<file path="config.mk">
export PLATFORM = sky130hd
export DESIGN_NAME = gqc_div
export DESIGN_NICKNAME = d
export VERILOG_FILES = /design/src/hdl/gqc_pkg.sv /design/src/hdl/gqc_div.sv
export SDC_FILE = /design/constraint.sdc
export NUM_CORES = 2
export LEC_CHECK = 0
export CAP_MARGIN = 10
export CELL_PAD_IN_SITES_DETAIL_PLACEMENT = 1
export CELL_PAD_IN_SITES_GLOBAL_PLACEMENT = 1
export CORE_ASPECT_RATIO = 1.75
export CORE_MARGIN = 8
export CORE_UTILIZATION = 30
export DETAILED_ROUTE_END_ITERATION = 12
export DONT_BUFFER_PORTS = 1
export HOLD_SLACK_MARGIN = 0.06
export PLACE_DENSITY_LB_ADDON = 0.1
export SLEW_MARGIN = 20
export SYNTH_ARGS = -nofsm -noshare
export SYNTH_HDL_FRONTEND = slang
export SYNTH_SLANG_ARGS = --single-unit
</file>
<file path="constraint.sdc">
create_clock -name i_clk -period 4.21 [get_ports i_clk]
set_input_delay 0 -clock i_clk [delete_from_list [all_inputs] [get_ports i_clk]]
set_output_delay 0 -clock i_clk [all_outputs]
set_load 0.05 [all_outputs]
</file>
<file path="src/hdl/gqc_pkg.sv">
// ----------------------------------------------------------------------------
// gqc_pkg: shared types and constants of the glyph quad clipper
// Fixed-point widths, register indexes and the word types of both channels.
// ----------------------------------------------------------------------------
package gqc_pkg;

    localparam int POS_FRAC_BITS = 8;
    localparam int SH_L   = (POS_FRAC_BITS >= 8) ? POS_FRAC_BITS - 8 : 0;
    localparam int SH_R   = (POS_FRAC_BITS < 8) ? 8 - POS_FRAC_BITS : 0;
    localparam int PROD_W = 24;              // 8 x 16 bit size product
    localparam int LEN_W  = PROD_W + SH_L;   // scaled length
    localparam int CW     = LEN_W + 3;       // working coordinate width, signed
    localparam int TW     = 17;              // texture coordinate width
    localparam int QW     = TW;              // quotient bits, one per divider stage
    localparam int NUM_W  = TW + CW;         // dividend width

    localparam int CFG_IDX_W  = 3;
    localparam int CFG_DATA_W = 32;
    localparam logic [CFG_IDX_W-1:0] REG_CLIP_LEFT   = 3'd0;
    localparam logic [CFG_IDX_W-1:0] REG_CLIP_TOP    = 3'd1;
    localparam logic [CFG_IDX_W-1:0] REG_CLIP_RIGHT  = 3'd2;
    localparam logic [CFG_IDX_W-1:0] REG_CLIP_BOTTOM = 3'd3;
    localparam logic [CFG_IDX_W-1:0] REG_TEXT_COLOR  = 3'd4;

    typedef struct packed {
        logic signed [23:0] pen_x;
        logic signed [23:0] pen_y;
        logic signed [23:0] depth;
        logic [15:0]        scale_x;
        logic [15:0]        scale_y;
        logic [7:0]         glyph_width;
        logic [7:0]         glyph_height;
        logic [16:0]        tex_left;
        logic [16:0]        tex_right;
        logic [16:0]        tex_top;
        logic [16:0]        tex_bottom;
        logic [7:0]         char_code;
    } t_in_word;

    typedef struct packed {
        logic               drawn;
        logic signed [23:0] vert_x;
        logic signed [23:0] vert_y;
        logic signed [23:0] vert_z;
        logic [16:0]        vert_u;
        logic [16:0]        vert_v;
        logic [31:0]        vert_color;
        logic               end_of_strip;
        logic signed [23:0] next_pen_x;
        logic               last;
    } t_out_word;

endpackage

</file>
<file path="src/hdl/gqc_div.sv">
// ----------------------------------------------------------------------------
// gqc_div: pipelined restoring divider
// One quotient bit per stage; the quotient is known to fit in QW bits.
// ----------------------------------------------------------------------------
module gqc_div (
    input  logic                     i_clk,
    input  logic                     i_en,
    input  logic [gqc_pkg::NUM_W-1:0] i_num,
    input  logic [gqc_pkg::CW-1:0]    i_den,
    output logic [gqc_pkg::QW-1:0]    o_quo
);
    import gqc_pkg::*;

    // The last stage keeps only the finished quotient.
    logic [CW-1:0] r_rem [0:QW-2];
    logic [QW-1:0] r_low [0:QW-2];
    logic [QW-1:0] r_q   [0:QW-1];
    logic [CW-1:0] r_den [0:QW-2];

    for (genvar s = 0; s < QW; s++) begin : g_stage
        logic [CW-1:0] rem_in;
        logic [QW-1:0] low_in;
        logic [QW-1:0] q_in;
        logic [CW-1:0] den_in;
        logic [CW:0]   t;
        logic          ge;
        logic [CW-1:0] n_rem;
        logic [QW-1:0] n_q;

        if (s == 0) begin : g_first
            assign rem_in = i_num[NUM_W-1:QW];
            assign low_in = i_num[QW-1:0];
            assign q_in   = '0;
            assign den_in = i_den;
        end else begin : g_next
            assign rem_in = r_rem[s-1];
            assign low_in = r_low[s-1];
            assign q_in   = r_q[s-1];
            assign den_in = r_den[s-1];
        end

        always_comb begin
            t  = {rem_in, low_in[QW-1-s]};
            ge = (t >= {1'b0, den_in});
            n_rem = ge ? CW'(t - {1'b0, den_in}) : t[CW-1:0];
            n_q = q_in;
            n_q[QW-1-s] = ge;
        end

        always_ff @(posedge i_clk) begin
            if (i_en) begin
                r_q[s] <= n_q;
            end
        end

        if (s < QW - 1) begin : g_carry
            always_ff @(posedge i_clk) begin
                if (i_en) begin
                    r_rem[s] <= n_rem;
                    r_low[s] <= low_in;
                    r_den[s] <= den_in;
                end
            end
        end
    end

    assign o_quo = r_q[QW-1];

endmodule

</file>
==> summary.md <==
| Metric | Value |
|---|---|
| Status | `finished, final reports clean` |
| Final Cycle Share | `0.993` |
| Die width | `~360 µm` |
| Final setup viols | `0` |
| Slowest cell delay on critical path | `between 0.5 and 0.6 ns` |
| Slowest CP cell | `edfxtp_1` |
| Total GRT Usage | `0.161` |
| Final Slew Violations | `0` |
| DR iter-0 viols | `around 1300` |
| WHS Path Cells | `3` |
| Routed Wire Length | `between 150 and 200 mm` |
| Final Skew | `roughly 0.048 ns` |
| Synth Area in XOR/XNOR | `0.0514` |
| Final Net Count | `between 6000 and 7000` |
| Final core utilization | `0.354` |
| Port bufs | `0` |
| Worst EP required | `roughly 4.7 ns` |
| Post-synth top area share | `0.555` |
| Post-synthesis simple-gate area fraction | `0.0817` |
| Yosys reg bits | `1153` |
| WL/cell | `between 20 and 25 µm` |
| VDD IR max | `between 400 and 500 µV` |
| Die Y | `between 600 and 700 µm` |
| WHS | `0.229 ns` |
| Period minus WS final | `approximately 4.2 ns` |
| Antenna violations before repair | `2` |
| Clock sinks | `around 1200` |
| WP data arrival | `4.68 ns` |
| Fin Setup TNS | `0 ns` |
| I/O pin total | `90` |
| Most common cell in the netlist | `edfxtp_1` |
| Dominant synthesized flop cell | `edfxtp_1` |
| Slew headroom | `0.233` |
| Drt first pass iters | `4` |
| Critical Path End Type | `flip-flop` |
| CTS tree | `built` |
| MaxCap Viol Count | `0` |
| Synth Area in Adders | `0.0972` |
| Pleak | `slightly below 30 nW` |
| Chain of cells forming the critical path | `ha_1 > fa_1 > nor2b_1 > o21a_1 > o21ai_1 > a21oi_1 > buf_4 > a21oi_1 > buf_4 > buf_4 > o21bai_1 > nand3_1 > o21bai_1 > xor2_1 > mux2_2` |
| Via count | `41927` |
| Mean Syn Cell Area | `about 12 µm²` |
| Worst path most repeated cell | `buf_4` |
| Area contributors post-synth | `edfxtp_1 (56%), ha_1 (9.2%), inv_1 (3.4%), a21oi_1 (3.2%), o21ai_0 (3.0%)` |
| Skew-Pair Late Insertion Delay | `0.79 ns` |
| Maximum clock insertion buffer count | `4` |
| Synth Area in Compound Gates | `0.142` |
| Synthesis Warnings | `0` |
| CP startpoint kind | `flip-flop` |
| Pwr Density | `772 nW/µm²` |
| Async SR Flop Fraction | `0` |
| Worst-path fanout max | `3` |
| Post-Syn Area | `around 62000 µm²` |
| Hold Crit Class | `in2reg` |
| Multiplexer share of the synthesized area | `0.0296` |
| Worst Tran Pin Value | `~1.2 ns` |
| Post-Place Cell Area | `between 60000 and 70000 µm²` |
| Commonest cells post-synth | `edfxtp_1 (1153), inv_1 (573), ha_1 (459)` |
| RSZ-0062 raised after global routing | `yes` |
| DR vias/cell | `slightly below 5` |
| Die area | `223000 µm²` |
| Combinational family with the most area after synthesis | `compound AO/OA/AOI/OAI gates` |
| Final hold violation count | `0` |
| Number of synthesized flops with an enable pin | `1153` |
| Root buffer cell | `clkbuf_16` |
| Syn nets | `about 5900` |
| Final Cell Area | `about 73000 µm²` |
| WS Path Type | `reg2reg` |
| Instance count of the mapped netlist | `roughly 5300` |
| Largest net degree at the start of global routing | `206` |
| Reg2Reg Depth | `15` |
| Drt drc | `0` |
| Fmax | `239 MHz` |
| Levels on crit path | `15` |
| Area leader, netlist | `edfxtp_1` |
| Dpl hpwl | `146 mm` |
| Gpl congestion | `~0.89` |
| Layout cell share with drive strength beyond 1 | `0.102` |
| Seq/Total Area, Yosys | `0.555` |
| Synth-to-Final Area Change | `17.3%` |
| Rows | `221` |
| CP top delay family | `compound AO/OA/AOI/OAI gates` |
| Detail Route Antenna Nets | `0` |
| Number of CTS-inserted buffers | `~140` |
| Initial core utilization | `0.302` |
| Area of the core | `between 200000 and 250000 µm²` |
| Clock-pin slew on the worst setup and hold paths | `about 0.06 ns` |
| Post-synthesis cell type count | `86` |
| H-tree depth | `4` |
| Buf/Inv on CP | `3` |
| First-pass GRT wire length | `roughly 270 mm` |
| Vias in the first global route | `between 40000 and 50000` |
| Grt ovf | `0` |
registers in the layout, summed over array words and instances, names as in the netlist:
| name | flops |
|---|---|
| r_rem | 432 |
| r_q | 153 |
| r_low | 136 |
| r_den | 432 |
tightest hold or removal path, stage by stage:
cell and delay (ns):
dlygate4sd3_1 0.59, fa_1 0.17, o21ai_0 0.07
per-stage QoR:
step | cells | worst slack, ns | total power, W
after floorplan | 5343 | 0.873 | 0.0357
after global placement | 8130 | -0.238 | 0.0452
after detailed placement | 8130 | -0.237 | 0.0457
after CTS | 8521 | 0.0254 | 0.0577
after global routing | 8525 | -0.00947 | 0.0603
final | 8526 | 0.0302 | 0.0565
cells by family (layout without fill, tap and decap cells):
family	Yosys count	count (layout)
AND/OR/NAND/NOR	1082	1082
other	0	3
buffers and inverters	683	1187
adder cells (fa/ha/maj)	475	475
XOR/XNOR	366	366
AO/OA/AOI/OAI	1422	1422
multiplexers	162	162
flip-flops	1153	1153
routing by layer:
layer | GRT usage | wire length (µm) | vias to the layer above
met4 | 0.125 | 16900 | 0
met2 | 0.378 | 119000 | 587
met1 | 0.0986 | 45000 | 20549
li1 | - | - | 20347
met5 | 0 | 0 | -
met3 | 0.0171 | 3580 | 444
final cells by class:
type | count | area, µm²
Clock inverter | 62 | 475
Fill cell | 22391 | 134000
Clock buffer | 168 | 3670
Sequential cell | 1153 | 34600
Timing Repair Buffer | 384 | 3660
Tap cell | 2676 | 3350
Multi-Input combinational cell | 3507 | 25200
Inverter | 573 | 2150
Antenna cell | 3 | 7.51
repair_timing:
item                                    4_1_cts  5_1_grt
setup buffers                                 0        1
hold buffers                                161        0
pin swaps                                     0        4
hold endpoints to repair                    384        0
endpoints found under the setup margin       25       20
gates resized for setup                       3        8
worst paths after layout:
kind	from	to	slack, ns
min	i_den[1]	r_rem[0][1]$_DFFE_PP_	0.23
min reg2reg	r_low[0][40]$_DFFE_PP_	r_low[0][57]$_DFFE_PP_	0.39
max	r_den[0][162]$_DFFE_PP_	r_rem[3][49]$_DFFE_PP_	0.03
max reg2reg	r_den[0][162]$_DFFE_PP_	r_rem[3][49]$_DFFE_PP_	0.03
where the power goes:
group | internal [W] | total, W | switching (W)
sequential | 0.0169 | 0.0185 | 0.00159
combinational | 0.0115 | 0.0267 | 0.0152
clock | 0.00660 | 0.0114 | 0.00476
total | 0.0350 | 0.0565 | 0.0215
cell usage in the layout, fill, tap and decap left out, drive strengths merged, types with 150 or more instances in the layout:
cell / count
clkbuf: 168
nor2: 228
a21o: 220
buf: 223
dlygate4sd3: 161
a21oi: 396
ha: 459
xor2: 164
nand2: 411
xnor2: 202
inv: 576
mux2: 150
o21ai: 407
edfxtp: 1153
Power figures use the tool's default switching activity.
